**config.mk**
```make
export PLATFORM = sky130hd
export DESIGN_NAME = ifsh_front
export DESIGN_NICKNAME = d
export VERILOG_FILES = /design/src/hw/rtl/ifsh_pkg.sv /design/src/hw/rtl/ifsh_front.sv
export SDC_FILE = /design/constraint.sdc
export NUM_CORES = 1
export LEC_CHECK = 0
export BUFFER_PORTS_ARGS = -buffer_cell sky130_fd_sc_hd__buf_2
export CAP_MARGIN = 10
export CORE_AREA = 4 4 41 43
export CTS_CLUSTER_SIZE = 40
export DETAILED_ROUTE_END_ITERATION = 8
export DIE_AREA = 0 0 45 47
export PLACE_DENSITY = 0.66
export SLEW_MARGIN = 30
export SYNTH_ARGS = -nofsm -noshare
export SYNTH_HDL_FRONTEND = slang
export SYNTH_SLANG_ARGS = --single-unit
```
**constraint.sdc**
```tcl
create_clock -name clk -period 1.5 [get_ports clk]
set_input_delay 0.15 -clock clk [delete_from_list [all_inputs] [get_ports clk]]
set_output_delay 0.15 -clock clk [all_outputs]
set_load 0.05 [all_outputs]
```
**src/hw/rtl/ifsh_pkg.sv**
```systemverilog
// shared types and constants for the indel finder by shifted heads
// no dependencies; used by every module of the block
package ifsh_pkg;

    localparam logic [7:0] CH_UNKNOWN = 8'h58;
    localparam logic [7:0] CH_GAP     = 8'h2D;
    localparam int         POS_W      = 11;
    localparam int         SHIFT_W    = 10;
    localparam int         CMN_W      = 11;

    typedef enum logic [1:0] {
        CMD_MASTER = 2'd0,
        CMD_QUERY  = 2'd1,
        CMD_RUN    = 2'd2,
        CMD_NONE   = 2'd3
    } cmd_t;

    typedef enum logic [1:0] {
        KIND_DEL     = 2'd0,
        KIND_INS     = 2'd1,
        KIND_SUMMARY = 2'd2
    } kind_t;

    typedef enum logic [1:0] {
        CFG_MIN_RUN   = 2'd0,
        CFG_MAX_SHIFT = 2'd1,
        CFG_VERIFY    = 2'd2
    } cfg_index_t;

    typedef enum logic [2:0] {
        CALL_INIT,
        CALL_DEL,
        CALL_INS,
        CALL_PLAIN,
        CALL_NONX
    } call_t;

    typedef enum logic [3:0] {
        E_IDLE,
        E_RD,
        E_PR,
        E_POST,
        E_LOOP,
        E_SHIFT,
        E_INSTRY,
        E_DECIDE,
        E_EMIT,
        E_NONX,
        E_CMP,
        E_VER,
        E_SUM
    } eng_state_t;

    typedef struct packed {
        logic [1:0] cmd;
        logic [7:0] residue;
    } in_item_t;

    typedef struct packed {
        logic [1:0]  record_kind;
        logic [10:0] position;
        logic [9:0]  shift_count;
        logic [10:0] common_total;
        logic        verified;
        logic        overflowed;
        logic        truncated;
        logic        last;
    } out_item_t;

    typedef struct packed {
        logic [3:0] min_run;
        logic [9:0] max_shift;
        logic [6:0] verify_percent;
    } cfg_t;

endpackage

```
**src/hw/rtl/ifsh_front.sv**
```systemverilog
// front stage: takes requests, drops unused commands, feeds the queue
// depends on ifsh_pkg
module ifsh_front (
    input  logic               clk,
    input  logic               rst_n,
    input  logic               req_valid,
    output logic               req_stall,
    input  ifsh_pkg::in_item_t req,
    output logic               q_push,
    output ifsh_pkg::in_item_t q_item,
    input  logic               q_full
);

    logic               f_valid_reg, f_valid_next;
    ifsh_pkg::in_item_t f_item_reg, f_item_next;
    logic               accept;

    assign req_stall = f_valid_reg && q_full;
    assign accept    = req_valid && !req_stall;
    assign q_push    = f_valid_reg && !q_full;
    assign q_item    = f_item_reg;

    always_comb
    begin
        f_valid_next = f_valid_reg;
        f_item_next  = f_item_reg;
        if (accept)
        begin
            // unused command code is taken and dropped here
            f_valid_next = (req.cmd != ifsh_pkg::CMD_NONE);
            f_item_next  = req;
        end
        else if (q_push)
        begin
            f_valid_next = 1'b0;
        end
    end

    always_ff @(posedge clk or negedge rst_n)
    begin
        if (!rst_n)
        begin
            f_valid_reg <= 1'b0;
        end
        else
        begin
            f_valid_reg <= f_valid_next;
        end
    end

    always_ff @(posedge clk)
    begin
        f_item_reg <= f_item_next;
    end

endmodule

```
==> reports/qor.csv, run 1 <==
stage;metric;value;unit
finish;multi_input_comb_area;33.8;sq um
timing;rsz0062_at_grt;no;
logic_synthesis;syn_nets;30;
timing;setup_viol;0;
critical_path;endpoint;req_stall;
timing;slew_headroom;83.1;%
critical_path;slowest_delay;340;ps
logic_synthesis;async_flop_share;9.09;%
finish;drive_gt1_share;64.6;%
floorplan;io_pins;26;
logic_synthesis;yosysUniqueCellTypes;7;
detailed_routing;wl_per_cell;11.9;microns
logic_synthesis;netlist_top_cells_area;edfxtp_1 (84%), dfrtp_1 (7.0%), and2_4 (2.4%), a21o_1 (2.1%), and2b_1 (2.1%);
finish;largest_reg_flops;10;
finish;fill_cells;137;
logic_synthesis;synth.top_cell.area_share;83.6;%
detailed_routing;ant_nets;0;
pwr;ir_worst_vdd;0.000447;V
timing;timing.final.hold_violations;0;
logic_synthesis;ys_ff_latch;11;
timing;fmax;875;MHz
floorplan;core_area;1300;sq um
timing;fin_tns_setup;0;ps
timing;slew_violations;0;
run_status;status;finished clean;
detailed_routing;viasPerCell;3.90;
pwr;leakagePower;0.257;nW
critical_path;worstPathRequired;1350;ps
logic_synthesis;avgSynthCellArea;22.4;sq um
critical_path;r2r-start;f_valid_reg;
critical_path;critical_path_class;reg2out;
cts;tritoncts;yes;
finish;antenna_cells;0;
cts;clock_latency;260;ps
timing;fin_worst_skew;1.79;ps
grt;grt-ovfl-total;0;
detailed_routing;num_vias;246;
place;port-buffer-count;25;
critical_path;worst_setup_path_end_kind;output pin;
timing;min_period;1140;ps
floorplan;num_rows;13;
critical_path;crit_slowest_cell;dfrtp_1;
critical_path;crit_chain;and2_4 -> buf_2;
critical_path;crit_arrival;990;ps
cts;clock_tree.buffer_depth;2;
critical_path;reg2reg_slack;390;ps
critical_path;startpoint_type;register;
grt;grt_pass1_vias;281;
cts;numCtsBuffers;3;
detailed_routing;routed_wl;748;microns
place;hpwlAfterDp;617;microns
detailed_routing;route.detailed.drc;0;
critical_path;crit_start;f_valid_reg;
grt;grt_use_met1;9.55;%
grt;met3_usage;4.60;%
detailed_routing;drtIter0Drc;0;
critical_path;cp_max_fo;3;
cts;cts_root_buffer;clkbuf_4;
critical_path;r2r_cells;3;
logic_synthesis;synthFlopType;edfxtp_1;
critical_path;reg2reg_to;q_item[0];
finish;area_growth;54.4;%
cts;clock_sinks;11;
floorplan;die_w;45;microns
floorplan;die_h;47;microns
grt;antenna_found_initial;0;
worst_hold_path;min_delay_path_depth;1;
grt;grt_start_max_net_pins;7;
logic_synthesis;yosysMostFrequentCell;edfxtp_1;
run;drv_cap;0;
timing;tightest_slew;255;ps
timing;fin_crit_sh;76.2;%
logic_synthesis;synthCells;16;
worst_hold_path;hp-class;in2reg;
grt;grt_pass1_wl;1190;microns
finish;fin_util;42.6;%
place;gp_congestion;0.686;
logic_synthesis;synth-edff-count;10;
finish;nets;63;
logic_synthesis;synth.cell_area;359;sq um
pwr;p_total;0.684;mW
grt;busiest_layer;met2;
pwr;powerDensity;1230;nW/um^2
cts;path_clk_slew;60;ps
logic_synthesis;synth-seq-area-share;90.6;%
floorplan;dieArea;2120;sq um
logic_synthesis;ys_warn_count;0;
cts;cts.htree.levels;1;
finish;seqCellArea;325;sq um
grt;track_usage;8.59;%
floorplan;start_util;27.6;%
grt;grt.met2_usage;12.1;%
detailed_routing;first_pass_iters;1;
logic_synthesis;yosys.area.top_type;edfxtp_1;
[per-stage QoR]
stage | std cells | setup slack (ps) | hold WS [ps] | area (sq um)
4_1_cts | 63 | 336 | 45.4 | 554
2_1_floorplan | 16 | 64.0 | -146 | 359
5_1_grt | 63 | 312 | 47.0 | 554
6_report | 63 | 357 | 61.7 | 554
3_5_place_dp | 58 | 398 | -73.3 | 518
3_3_place_gp | 58 | 409 | -74.3 | 518
[metal layers]
metal	up-vias	wire length (microns)
met5	-	0
li1	122	-
met3	0	129
met1	101	323
met2	23	295
met4	0	0
[power by group]
part / total [mW] / switching, mW / internal (mW)
sequential: 0.362 / 0.00499 / 0.357
combinational: 0.130 / 0.0927 / 0.0374
clock: 0.192 / 0.0889 / 0.103
[timing repair]
action,4_1_cts,5_1_grt
resized for setup,0,0
endpoints found under the hold margin,1,0
hold buffers,1,0
setup buffers,0,0
[how the worst min path moves through the flow]
stage | startpoint | to | slack, ps
floorplan | rst_n | f_valid_reg | -150
global placement | rst_n | f_valid_reg | -70
detailed placement | rst_n | f_valid_reg | -70
CTS | req[1] | q_item[1] | 50
global route | req[5] | q_item[5] | 50
finish | req[1] | q_item[1] | 60
[worst max-delay path, delay by kind of cell, from the launching register on]
| kind | cells | cell delay (ps) |
|---|---|---|
| simple gates | 1 | 140 |
| flops | 1 | 340 |
| buf+inv | 1 | 250 |
[cell usage in the layout (no fill, tap or decap), drive strengths merged]
cell         Yosys  layout
edfxtp          10      10
dlygate4sd3      0       1
and2             1       1
a21o             1       1
nor2b            1       1
nand2            1       1
buf              0      27
clkbuf           0       4
and2b            1       1
dfrtp            1       1
[logic make-up after synthesis]
family,synth area share (%)
AND/OR/NAND/NOR,7.32
flip-flops,90.6
AO/OA/AOI/OAI,2.09
[final cells by class]
type,count,area share [%]
repair buffers,28,27.1
flip-flops and latches,11,58.7
clock buffers,4,4.74
well taps,15,3.39
multi-input cells,5,6.09
Note: power is estimated with default switching activity, not from simulation.
==> run 2, diff against run 1 <==
==> constraint.sdc (replaced) <==
create_clock -name clk -period 1.2 [get_ports clk]
set_input_delay 0.12 -clock clk [delete_from_list [all_inputs] [get_ports clk]]
set_output_delay 0.12 -clock clk [all_outputs]
set_load 0.05 [all_outputs]
==> run 2 against run 1 <==
Clock power up 24%. Power is 26% higher. Critical path type unchanged. Global-route usage down 0.40 points. First-iteration DRC count unchanged. Largest cell class unchanged.
==> reports/qor.csv, run 2 (same netlist as run 1, synthesis figures left out) <==
stage;metric;value;unit
timing;tightest_slew;251;ps
critical_path;r2r-start;f_valid_reg;
critical_path;cp_max_fo;3;
pwr;leakagePower;0.262;nW
grt;grt-ovfl-total;0;
timing;slew_violations;0;
pwr;comb_power_share;19.9;%
finish;final_area;567;sq um
finish;area_growth;57.8;%
detailed_routing;drtIter0Drc;0;
cts;clock_sinks;11;
timing;fin_tns_setup;0;ps
timing;timing.final.hold_violations;0;
grt;antenna_found_initial;0;
critical_path;crit_family;flip-flops;
place;placed_area;510;sq um
floorplan;die_h;47;microns
critical_path;crit_buf_inv;1;
timing;fmax;880;MHz
critical_path;crit_start;f_valid_reg;
critical_path;worstPathRequired;1080;ps
finish;largest_reg_flops;10;
timing;setup_viol;0;
floorplan;die_w;45;microns
pwr;p_total;0.861;mW
critical_path;crit_chain;and2_4 -> buf_2;
grt;grt_pass1_vias;245;
timing;rsz0062_at_grt;no;
pwr;ir_worst_vdd;0.000747;V
detailed_routing;route.detailed.drc;0;
timing;fin_crit_sh;94.7;%
place;port-buffer-count;25;
detailed_routing;viasPerCell;4.05;
finish;final_common_cell;buf_2;
floorplan;start_util;27.6;%
run_status;status;finished clean;
pwr;p_seq_share;52.4;%
timing;min_period;1140;ps
cts;tritoncts;yes;
finish;drive_gt1_share;66.0;%
timing;fin_worst_skew;1.44;ps
critical_path;worst_setup_path_end_kind;output pin;
floorplan;num_rows;13;
timing;slew_headroom;83.4;%
detailed_routing;first_pass_iters;1;
detailed_routing;num_vias;251;
detailed_routing;ant_nets;0;
pwr;p_int;0.627;mW
critical_path;crit_slowest_cell;dfrtp_1;
finish;antenna_cells;0;
cts;cts_root_buffer;clkbuf_4;
detailed_routing;routed_wl;725;microns
critical_path;slowest_delay;340;ps
grt;track_usage;8.19;%
cts;cts.htree.levels;1;
critical_path;crit_arrival;1020;ps
place;place_inst;56;
pwr;sw_frac_of_total;27.2;%
floorplan;dieArea;2120;sq um
critical_path;startpoint_type;register;
pwr;powerDensity;1520;nW/um^2
pwr;clkPwrFrac;27.7;%
pwr;p_sw;0.234;mW
critical_path;critical_path_class;reg2out;
worst_hold_path;hp-class;in2reg;
worst_hold_path;min_from;req[0];
grt;grt_pass1_wl;1120;microns
place;gp_congestion;0.622;
finish;instances_no_fill;62;
grt;grt_start_max_net_pins;11;
cts;post_cts_resized;0;
detailed_routing;wl_per_cell;11.7;microns
cts;numCtsBuffers;3;
run;drv_cap;0;
floorplan;core_area;1300;sq um
finish;final_cell_mix;buf_2 (25), edfxtp_1 (10), clkbuf_4 (3);
cts;clock_tree.buffer_depth;2;
cts;path_clk_slew;70;ps
cts;clock_latency;260;ps
floorplan;io_pins;26;
finish;nets;62;
-- run 2: changes by cell type in the layout (fill, tap and decap cells not counted), sizes merged --
cell and change:
buf -1
-- run 2: path summary, 6_finish.rpt --
kind	endpoint	slack, ps	cells after the start
worst max register to register	q_item[6]	130	3
worst min register to register	f_valid_reg	610	2
min in group asynchronous	f_valid_reg	160	2
max in group asynchronous	f_valid_reg	960	2
worst max-delay path	req_stall	60	2
worst min-delay path	q_item[0]	30	1
-- run 2: area by class of cell --
| class | count | area (sq um) |
|---|---|---|
| Fill cell | 137 | 734 |
| Sequential cell | 11 | 325 |
| Timing Repair Buffer | 27 | 155 |
| Multi-Input combinational cell | 5 | 41.3 |
| Clock buffer | 4 | 26.3 |
| Tap cell | 15 | 18.8 |
-- run 2: power by group through the flow --
stage	registers, mW	clock network (mW)	logic, mW
2_1_floorplan	0.531	0	0.0399
6_report	0.452	0.238	0.171
5_1_grt	0.453	0.262	0.181
4_1_cts	0.452	0.248	0.163
3_3_place_gp	0.459	0	0.158
3_5_place_dp	0.460	0	0.160
-- run 2: through the flow --
| stage | setup slack (ps) | utilization [%] | hold WS, ps |
|---|---|---|---|
| 3_3_place_gp | 113 | 39.2 | -102 |
| 5_1_grt | 16.3 | 43.6 | 26.5 |
| 4_1_cts | 52.0 | 42.0 | 28.0 |
| 3_5_place_dp | 76.4 | 39.2 | -102 |
| 2_1_floorplan | 89.4 | - | -176 |
| 6_report | 64.2 | 43.6 | 33.9 |
-- run 2: timing repair --
| item | 4_1_cts | 5_1_grt |
|---|---|---|
| endpoints found under the hold margin | 1 | 0 |
| endpoints found under the setup margin | 0 | 4 |
| buffers inserted | 0 | 1 |
| hold buffers | 1 | 0 |
-- run 2: routing by layer --
layer,share of wire [%],up-vias,global-route usage (%)
met1,40,106,9.07
li1,-,121,-
met3,17,2,3.83
met5,0,-,0
met2,42,22,13.6
met4,1.1,0,3.51
