$ cat src/hw/rtl/ifsh_pkg.sv
// shared types and constants for the indel finder by shifted heads
// no dependencies; used by every module of the block
package ifsh_pkg;

    localparam logic [7:0] CH_UNKNOWN = 8'h58;
    localparam logic [7:0] CH_GAP     = 8'h2D;
    localparam int         POS_W      = 11;
    localparam int         SHIFT_W    = 10;
    localparam int         CMN_W      = 11;

    typedef enum logic [1:0] {
        CMD_MASTER = 2'd0,
        CMD_QUERY  = 2'd1,
        CMD_RUN    = 2'd2,
        CMD_NONE   = 2'd3
    } cmd_t;

    typedef enum logic [1:0] {
        KIND_DEL     = 2'd0,
        KIND_INS     = 2'd1,
        KIND_SUMMARY = 2'd2
    } kind_t;

    typedef enum logic [1:0] {
        CFG_MIN_RUN   = 2'd0,
        CFG_MAX_SHIFT = 2'd1,
        CFG_VERIFY    = 2'd2
    } cfg_index_t;

    typedef enum logic [2:0] {
        CALL_INIT,
        CALL_DEL,
        CALL_INS,
        CALL_PLAIN,
        CALL_NONX
    } call_t;

    typedef enum logic [3:0] {
        E_IDLE,
        E_RD,
        E_PR,
        E_POST,
        E_LOOP,
        E_SHIFT,
        E_INSTRY,
        E_DECIDE,
        E_EMIT,
        E_NONX,
        E_CMP,
        E_VER,
        E_SUM
    } eng_state_t;

    typedef struct packed {
        logic [1:0] cmd;
        logic [7:0] residue;
    } in_item_t;

    typedef struct packed {
        logic [1:0]  record_kind;
        logic [10:0] position;
        logic [9:0]  shift_count;
        logic [10:0] common_total;
        logic        verified;
        logic        overflowed;
        logic        truncated;
        logic        last;
    } out_item_t;

    typedef struct packed {
        logic [3:0] min_run;
        logic [9:0] max_shift;
        logic [6:0] verify_percent;
    } cfg_t;

endpackage

$ cat src/hw/rtl/ifsh_queue.sv
// two-entry queue between front and engine
// depends on ifsh_pkg
module ifsh_queue (
    input  logic               clk,
    input  logic               rst_n,
    input  logic               push,
    input  ifsh_pkg::in_item_t push_item,
    output logic               full,
    output logic               valid,
    input  logic               pop,
    output ifsh_pkg::in_item_t item
);

    ifsh_pkg::in_item_t slot_reg [2];
    logic               wp_reg, wp_next;
    logic               rp_reg, rp_next;
    logic [1:0]         cnt_reg, cnt_next;
    logic               do_push, do_pop;

    assign full    = (cnt_reg == 2'd2);
    assign valid   = (cnt_reg != 2'd0);
    assign item    = slot_reg[rp_reg];
    assign do_push = push && !full;
    assign do_pop  = pop && valid;

    always_comb
    begin
        wp_next  = do_push ? !wp_reg : wp_reg;
        rp_next  = do_pop ? !rp_reg : rp_reg;
        cnt_next = cnt_reg + {1'b0, do_push} - {1'b0, do_pop};
    end

    always_ff @(posedge clk or negedge rst_n)
    begin
        if (!rst_n)
        begin
            wp_reg  <= 1'b0;
            rp_reg  <= 1'b0;
            cnt_reg <= 2'd0;
        end
        else
        begin
            wp_reg  <= wp_next;
            rp_reg  <= rp_next;
            cnt_reg <= cnt_next;
        end
    end

    always_ff @(posedge clk)
    begin
        if (do_push)
        begin
            slot_reg[wp_reg] <= push_item;
        end
    end

endmodule

$ cat config.mk
export PLATFORM = sky130hd
export DESIGN_NAME = ifsh_queue
export DESIGN_NICKNAME = d
export VERILOG_FILES = /design/src/hw/rtl/ifsh_pkg.sv /design/src/hw/rtl/ifsh_queue.sv
export SDC_FILE = /design/constraint.sdc
export NUM_CORES = 1
export LEC_CHECK = 0
export BUFFER_PORTS_ARGS = -buffer_cell sky130_fd_sc_hd__buf_2
export CAP_MARGIN = 25
export CORE_MARGIN = 5
export CORE_UTILIZATION = 35
export DETAILED_ROUTE_END_ITERATION = 7
export GPL_TIMING_DRIVEN = 0
export PLACE_DENSITY_LB_ADDON = 0.08
export SYNTH_ARGS = -nofsm -noshare
export SYNTH_HDL_FRONTEND = slang
export SYNTH_SLANG_ARGS = --single-unit
$ cat constraint.sdc
create_clock -name clk -period 1.95 [get_ports clk]
set_clock_uncertainty 0.2 [all_clocks]
set_input_delay 0.195 -clock clk [delete_from_list [all_inputs] [get_ports clk]]
set_output_delay 0.195 -clock clk [all_outputs]
set_load 0.02 [all_outputs]
==> results_dict.tcl, run 1 <==
set metrics [dict create \
    synth.distinct_cells 14 \
    finalWirelength_um 1596 \
    cp_max_fo 3 \
    place_inst 104 \
    drt-pass1-iter-count 4 \
    yosysSeqAreaShare_pct 75.88 \
    syn-num-nets 65 \
    drive_gt1_share_pct 48.91 \
    first_global_vias 541 \
    core-area_um2 2500 \
    wl_per_cell_um 13.08 \
    initial_core_util_pct 36.94 \
    path_common_cell "ha_1" \
    clock_latency_ps 300 \
    worstPathRequired_ps 1960 \
    hold_path_depth 3 \
    finalSetupViolCount 0 \
    globalRouteOverflowTotal 0 \
    path_class "reg2reg" \
    vdd_drop_max_mv 0.8510 \
    grt_use_total_pct 9.143 \
    maxSlewHeadroom_pct 63.71 \
    slowest_delay_ps 430 \
    status "finished clean" \
    min_path_type "in2reg" \
    yosys_most_used_dff "edfxtp_1" \
    drv_slew 0 \
    hpwlAfterDp_um 1141 \
    h-tree-depth 1 \
    cts_made_buffers 3 \
    netlist_top_cells_area "edfxtp_1, mux2_2, dfrtp_1" \
    place_congestion 0.6200 \
    worstPathArrival_ps 1920 \
    dieArea_um2 3766 \
    grt_max_degree 15 \
    power_leakage_nw 0.5267 \
    tns_ps 0 \
    path_cells "or2_4 > and2_4 > ha_1 > inv_1 > ha_1 > xnor2_2 > xnor2_1" \
    fin_nets 109 \
    cts_tree "built" \
    syn_inst 49 \
    fillCellCount 209 \
    synth_warnings 0 \
    root_buffer "clkbuf_4" \
    io_pins 26 \
    diodes 0 \
    final_cells 122 \
    grt_pass1_wl_um 2477 \
    die_w_um 61.37 \
    rows 18 \
    syn-cell-area_um2 923.4 \
    ys_ff_latch 24 \
    hold_viol 0 \
    detail-route-antenna-nets 0 \
    power_density_nw_per_um2 1432 \
    synth.top_cells.by_count "edfxtp_1, mux2_2, dfrtp_1, xnor2_1" \
    r2r_cells 7 \
    drtIter0Drc 13 \
    cts.path.max_buffers 2 \
    synth-async-reset-ratio_pct 16.67 \
    die_y_um 61.37 \
    worst_setup_path_end_kind "register" \
    syn2layout_area_growth_pct 39.57 \
    yosys.area.top_type "edfxtp_1" \
    slowest_stage "dfrtp_1" \
    cts.sinks 24 \
    maxCapViolations 0 \
    largest_register_ffs 20 \
    clk_pin_slew_ps 130 \
    worstMarginPinSlew_ps 543.8 \
    syn_avg_cell_area_um2 18.84 \
    yosysMostFrequentCell "edfxtp_1" \
    synth_edf_count 20 \
    fin_crit_sh_pct 98.09 \
    drc_errors 0 \
    via_per_inst 4.377 \
    antenna_found_initial 0 \
    portBuffers 25 \
    fmax_ghz 0.5228 \
    startpoint_type "register" \
    period_needed_ps 1913 \
    vias 534 \
    synth_top_area_share_pct 65.04 \
]
## kinds of logic after synthesis
group | after synthesis | synth area share, %
buffers and inverters | 3 | 1.355
DFF | 24 | 75.88
xor gates and xnor gates | 4 | 3.795
muxes | 10 | 12.20
adders and majority gates | 2 | 2.710
and+or+nand+nor | 6 | 4.065
## repair_timing
action	in CTS	in global routing
gates resized for setup	1	2
hold buffers	13	0
endpoints found under the setup margin	10	7
setup buffers	0	1
pin swaps	0	0
hold endpoints to repair	25	0
## worst max-delay path: cells and delay by family, from the launching register on
family | cells | cell delay (ps)
AND/OR/NAND/NOR | 2 | 430
adder cells (fa/ha/maj) | 2 | 470
flip-flops | 1 | 430
XOR/XNOR | 2 | 260
buffers and inverters | 1 | 40
## cell usage in the layout (no fill, tap or decap)
| cell | synthesis | final |
|---|---|---|
| xor2_1 | 1 | 1 |
| edfxtp_1 | 20 | 20 |
| clkbuf_4 | 0 | 4 |
| buf_4 | 0 | 1 |
| mux2_2 | 10 | 10 |
| bufinv_16 | 0 | 1 |
| and3_1 | 1 | 1 |
| and2_4 | 1 | 1 |
| dlygate4sd3_1 | 0 | 13 |
| ha_1 | 2 | 2 |
| buf_2 | 1 | 25 |
| dfrtp_1 | 4 | 4 |
| xnor2_1 | 3 | 2 |
| nand2_1 | 1 | 1 |
| nor2_2 | 0 | 1 |
| inv_1 | 2 | 2 |
| xnor2_2 | 0 | 1 |
| or2_4 | 1 | 1 |
| nand2b_1 | 1 | 1 |
## worst paths after layout
| path | from | endpoint | slack, ps |
|---|---|---|---|
| worst max-delay path | cnt_reg[1]$_DFF_PN0_ | cnt_reg[1]$_DFF_PN0_ | 40 |
| worst min-delay path | push | wp_reg$_DFFE_PN0N_ | 30 |
| worst max register to register | cnt_reg[1]$_DFF_PN0_ | cnt_reg[1]$_DFF_PN0_ | 40 |
| worst min register to register | wp_reg$_DFFE_PN0N_ | wp_reg$_DFFE_PN0N_ | 350 |
| max in group asynchronous | rst_n | cnt_reg[0]$_DFF_PN0_ | 800 |
| min in group asynchronous | rst_n | rp_reg$_DFFE_PN0P_ | 570 |
## power by group
| group | switching (mW) | internal [mW] |
|---|---|---|
| clock | 0.139 | 0.208 |
| sequential | 0.0553 | 0.714 |
| combinational | 0.393 | 0.335 |
| total | 0.588 | 1.26 |
## per-layer routing
metal / routed length, µm / global-route usage [%] / vias to the layer above
met5: 0 / 0 / -
met4: 0 / 1.818 / 0
met1: 650 / 11.51 / 253
met2: 824 / 15.71 / 17
li1: - / - / 264
met3: 121 / 2.725 / 0
## through the flow
step           instance area [µm²]  hold slack (ps)  power [mW]  util [%]  setup slack (ps)
2_1_floorplan                923.4           -300.6       1.258         -             84.42
3_3_place_gp                  1086           -190.6       1.449     43.44            -3.316
3_5_place_dp                  1086           -191.1       1.459     43.44            -2.355
4_1_cts                       1271            13.54       1.832     50.85             25.16
5_1_grt                       1289            16.86       1.955     51.55            -22.87
6_report                      1289            28.01       1.845     51.55             37.33
## final cells by class
| cell class | count | area (µm²) | share of cell area (%) |
|---|---|---|---|
| Sequential cell | 24 | 700.7 | 54.37 |
| Timing Repair Buffer | 39 | 262.8 | 20.39 |
| Multi-Input combinational cell | 22 | 220.2 | 17.09 |
| Tap cell | 30 | 37.54 | 2.913 |
| Clock inverter | 1 | 30.03 | 2.330 |
| Clock buffer | 3 | 22.52 | 1.748 |
| Buffer | 1 | 7.507 | 0.5825 |
| Inverter | 2 | 7.507 | 0.5825 |
Note: power is estimated with default switching activity, not from simulation.
==> run 2: changes to the inputs <==
CORE_UTILIZATION = 44   (was 35)
==> run 2 against run 1 <==
- sequential power about the same
- via count unchanged
- critical endpoint unchanged
- largest power group unchanged
- largest cell class unchanged
- routed wire length fell by 9.5%
==> results_dict.tcl, run 2 (synthesis gave the netlist of run 1 again) <==
set metrics [dict create \
    status "finished clean" \
    die_y_um 55.81 \
    worst_setup_path_end_kind "register" \
    r2r_cells 7 \
    worstPathArrival_ps 1850 \
    die_w_um 55.81 \
    via_per_inst 4.487 \
    io_pins 26 \
    min_path_type "in2reg" \
    portBuffers 25 \
    regToRegStartpoint "cnt_reg[0]$_DFF_PN0_" \
    grt_use_total_pct 10.44 \
    fin_nets 109 \
    dpl_cell_area_um2 1082 \
    rows 16 \
    largest_register_ffs 20 \
    cts.path.max_buffers 2 \
    drv_slew 0 \
    clk_pin_slew_ps 120 \
    cts_made_buffers 3 \
    maxCapViolations 0 \
    finalWirelength_um 1445 \
    drc_errors 0 \
    clock_latency_ps 300 \
    worstMarginPinSlew_ps 527.0 \
    hold_path_depth 3 \
    initial_core_util_pct 46.59 \
    path_class "reg2reg" \
    fillCellCount 149 \
    final_cell_mix "buf_2, edfxtp_1, dlygate4sd3_1" \
    whs_endpoint "wp_reg$_DFFE_PN0N_" \
    fmax_ghz 0.5410 \
    power_leakage_nw 0.5129 \
    cts.sinks 24 \
    startpoint_type "register" \
    wl_per_cell_um 12.14 \
    multi_input_area_um2 245.2 \
    power_density_nw_per_um2 1357 \
    drt-pass1-iter-count 4 \
    hold_viol 0 \
    dpl_worst_slack_ps 1.125 \
    regArea_um2 700.7 \
    antenna_found_initial 0 \
    fin_crit_sh_pct 94.79 \
    maxSlewHeadroom_pct 64.83 \
    grt_pass1_wl_um 2442 \
    first_global_vias 567 \
    syn2layout_area_growth_pct 39.02 \
    hold_ws_ps 80.77 \
    cts_tree "built" \
    root_buffer "clkbuf_4" \
    vias 534 \
    detail-route-antenna-nets 0 \
    period_needed_ps 1848 \
    place_congestion 0.6570 \
    cp_max_fo 3 \
    core-area_um2 1982 \
    diodes 0 \
    layout_commonest_cell "buf_2" \
    finalWorstSetupSlack_ps 101.5 \
    drtIter0Drc 8 \
    dieArea_um2 3115 \
    drive_gt1_share_pct 51.09 \
    vdd_drop_max_mv 0.7703 \
    h-tree-depth 1 \
    reg2reg_slack_ps 100 \
    worstPathRequired_ps 1960 \
    globalRouteOverflowTotal 0 \
    finalSetupViolCount 0 \
    reg2reg_to "cnt_reg[1]$_DFF_PN0_" \
    p_total_mw 1.741 \
    final_area_um2 1284 \
    min_from "push" \
    grt_max_degree 14 \
]
==> run 2: changes by cell type in the layout (fill, tap and decap cells not counted), sizes merged <==
cell,change
bufinv,-1
clkinv,+1
==> run 2: power by group <==
part	internal, mW	switching [mW]	total [mW]	leakage (nW)
Sequential	0.714	0.0541	0.769	0.232
Clock	0.0746	0.138	0.212	0.0154
Combinational	0.358	0.403	0.761	0.265
Total	1.15	0.595	1.74	0.513
==> run 2: routing by layer <==
layer / vias up / track usage [%] / routed length (µm)
met5: - / 0 / 0
met4: 0 / 5.085 / 0
met3: 0 / 4.408 / 94
met2: 15 / 17.91 / 744
met1: 254 / 10.95 / 605
li1: 265 / - / -
==> run 2: how the worst max path moves through the flow <==
stage / startpoint / endpoint / slack (ps) / depth (start not counted)
floorplan: cnt_reg[1]$_DFF_PN0_ / cnt_reg[1]$_DFF_PN0_ / 80 / 7
global placement: cnt_reg[1]$_DFF_PN0_ / slot_reg[0][8]$_DFFE_PP_ / 20 / 3
detailed placement: cnt_reg[1]$_DFF_PN0_ / slot_reg[0][1]$_DFFE_PP_ / 1 / 3
CTS: cnt_reg[1]$_DFF_PN0_ / cnt_reg[1]$_DFF_PN0_ / 40 / 7
global route: cnt_reg[0]$_DFF_PN0_ / cnt_reg[1]$_DFF_PN0_ / -9 / 7
finish: cnt_reg[0]$_DFF_PN0_ / cnt_reg[1]$_DFF_PN0_ / 100 / 7
==> run 2: worst max-delay path, cell delays in order, from the launching register on <==
cell and delay, ps:
dfrtp_1 440, or2_4 260, and2_4 170, ha_4 250, inv_2 40, ha_4 150, xnor2_2 130, xnor2_1 120
==> run 2: timing repair <==
| action | CTS | global route |
|---|---|---|
| setup buffers | 0 | 1 |
| endpoints found under the setup margin | 10 | 7 |
| hold buffers | 13 | 0 |
| pin swaps | 0 | 2 |
| endpoints found under the hold margin | 25 | 0 |
| resized for setup | 1 | 6 |
==> run 2: stage by stage <==
step | util (%) | std cells | setup TNS [ps]
floorplan | - | 49 | 0
global route | 64.77 | 119 | -9.496
finish | 64.77 | 119 | 0
CTS | 62.63 | 118 | 0
detailed placement | 54.61 | 101 | 0
global placement | 54.61 | 101 | 0
==> run 2: layout make-up <==
class	instances	share of cell area, %
Sequential cell	24	54.58
Timing Repair Buffer	39	20.47
Multi-Input combinational cell	22	19.10
Tap cell	27	2.632
Clock buffer	3	1.754
Buffer	1	0.5848
Inverter	2	0.5848
Clock inverter	1	0.2924
==> run 3: changes to the inputs <==
CORE_UTILIZATION = 40   (was 44)
CTS_BUF_LIST = sky130_fd_sc_hd__clkbuf_4   (was not set)
==> run 3 against run 2 <==
- global-route usage decreased by 0.52 points
- highest routed layer unchanged
- flip-flop and latch count unchanged
- non-clock buffer count grew 1
- hold slack gained 240 ps
- largest power group unchanged
- sequential share of layout area rose by 0.48 points
- via count increased by 2.4%
==> results_dict.tcl, run 3 (synthesis gave the netlist of run 1 again) <==
set metrics [dict create \
    largest_register_ffs 20 \
    root_buffer "clkbuf_4" \
    clk_pin_slew_ps 120 \
    place_inst 102 \
    hold_viol 0 \
    maxSlewHeadroom_pct 64.80 \
    vdd_drop_max_mv 0.7910 \
    via_per_inst 4.521 \
    fin_nets 110 \
    vias 547 \
    grt_pass1_wl_um 2490 \
    r2r_cells 7 \
    cp_max_fo 3 \
    startpoint_type "register" \
    whs_endpoint "wp_reg$_DFFE_PN0N_" \
    detail-route-antenna-nets 0 \
    rows 17 \
    initial_core_util_pct 41.74 \
    drv_slew 0 \
    fin_crit_sh_pct 97.88 \
    antenna_found_initial 0 \
    maxCapViolations 0 \
    reg2reg_to "cnt_reg[1]$_DFF_PN0_" \
    min_path_type "reg2reg" \
    worstPathRequired_ps 1980 \
    portBuffers 25 \
    h-tree-depth 1 \
    diodes 0 \
    worstMarginPinSlew_ps 527.4 \
    power_density_nw_per_um2 1359 \
    finalSetupViolCount 0 \
    die_y_um 58.05 \
    power_leakage_nw 0.5169 \
    fmax_ghz 0.5239 \
    grt_use_total_pct 9.920 \
    final_cells 121 \
    regToRegStartpoint "cnt_reg[0]$_DFF_PN0_" \
    clock_latency_ps 300 \
    period_needed_ps 1909 \
    cts.sinks 24 \
    min_from "wp_reg$_DFFE_PN0N_" \
    startpoint "cnt_reg[0]$_DFF_PN0_" \
    drc_errors 0 \
    final_util_pct 57.52 \
    reg2reg_slack_ps 40 \
    drtIter0Drc 4 \
    dieArea_um2 3369 \
    place_congestion 0.6533 \
    path_class "reg2reg" \
    grt_max_degree 14 \
    dpl_cell_area_um2 1084 \
    wl_per_cell_um 12.93 \
    layout_commonest_cell "buf_2" \
    syn2layout_area_growth_pct 37.80 \
    cts.path.max_buffers 2 \
    finalWirelength_um 1565 \
    worstPathArrival_ps 1940 \
    first_global_vias 587 \
    io_pins 26 \
    die_w_um 58.05 \
    final_cell_mix "buf_2, edfxtp_1, dlygate4sd3_1" \
    cts_tree "built" \
    cts_made_buffers 3 \
    globalRouteOverflowTotal 0 \
    hpwlAfterDp_um 1014 \
    drive_gt1_share_pct 48.39 \
    core-area_um2 2212 \
    final_area_um2 1272 \
    drt-pass1-iter-count 2 \
    status "finished clean" \
    worst_setup_path_end_kind "register" \
    hold_path_depth 1 \
]
run 3: power by group:
part | leakage [nW] | switching [mW] | internal (mW) | total [mW]
Sequential | 0.232 | 0.0543 | 0.714 | 0.769
Clock | 0.0154 | 0.135 | 0.0746 | 0.210
Combinational | 0.269 | 0.405 | 0.346 | 0.750
Total | 0.517 | 0.594 | 1.13 | 1.73
run 3: worst max path at each step:
stage / endpoint / depth (start not counted)
floorplan: cnt_reg[1]$_DFF_PN0_ / 7
global placement: slot_reg[0][1]$_DFFE_PP_ / 3
detailed placement: slot_reg[0][1]$_DFFE_PP_ / 3
CTS: slot_reg[0][1]$_DFFE_PP_ / 3
global route: cnt_reg[1]$_DFF_PN0_ / 7
finish: cnt_reg[1]$_DFF_PN0_ / 7
run 3: worst max-delay path, cell delays in order, from the launching register on:
cell and delay (ps):
dfrtp_1 420, or2_4 260, and2_4 160, ha_1 280, inv_1 70, ha_2 190, xnor2_2 120, xnor2_1 130
run 3: layer usage:
layer	GRT usage, %	vias to the layer above	share of wire (%)
met5	0	-	0
met4	4.967	0	0
met3	2.450	0	5.8
met2	16.61	13	56
met1	11.81	266	38
li1	-	268	-
run 3: cell type report:
class / instances / area [µm²]
buffer: 1 / 7.507
multi-input combinational: 22 / 222.7
tap: 28 / 35.03
sequential: 24 / 700.7
inverter: 2 / 7.507
clock inverter: 1 / 3.754
timing repair buffer: 40 / 272.8
clock buffer: 3 / 22.52
fill: 196 / 939.7
run 3: timing repair:
| item | in CTS | in global routing |
|---|---|---|
| gates resized for setup | 0 | 4 |
| buffers inserted | 0 | 1 |
| hold endpoints to repair | 26 | 0 |
| setup endpoints to repair | 0 | 13 |
| hold buffers | 14 | 0 |
run 3: through the flow:
step	worst slack, ps	setup TNS (ps)	total power [mW]	hold WS (ps)
6_report	41.36	0	1.729	324.8
2_1_floorplan	84.42	0	1.258	-300.6
3_3_place_gp	-8.683	-84.17	1.446	-191.2
3_5_place_dp	44.58	0	1.453	-190.5
5_1_grt	-29.46	-29.46	1.845	353.0
4_1_cts	15.19	0	1.684	300.7
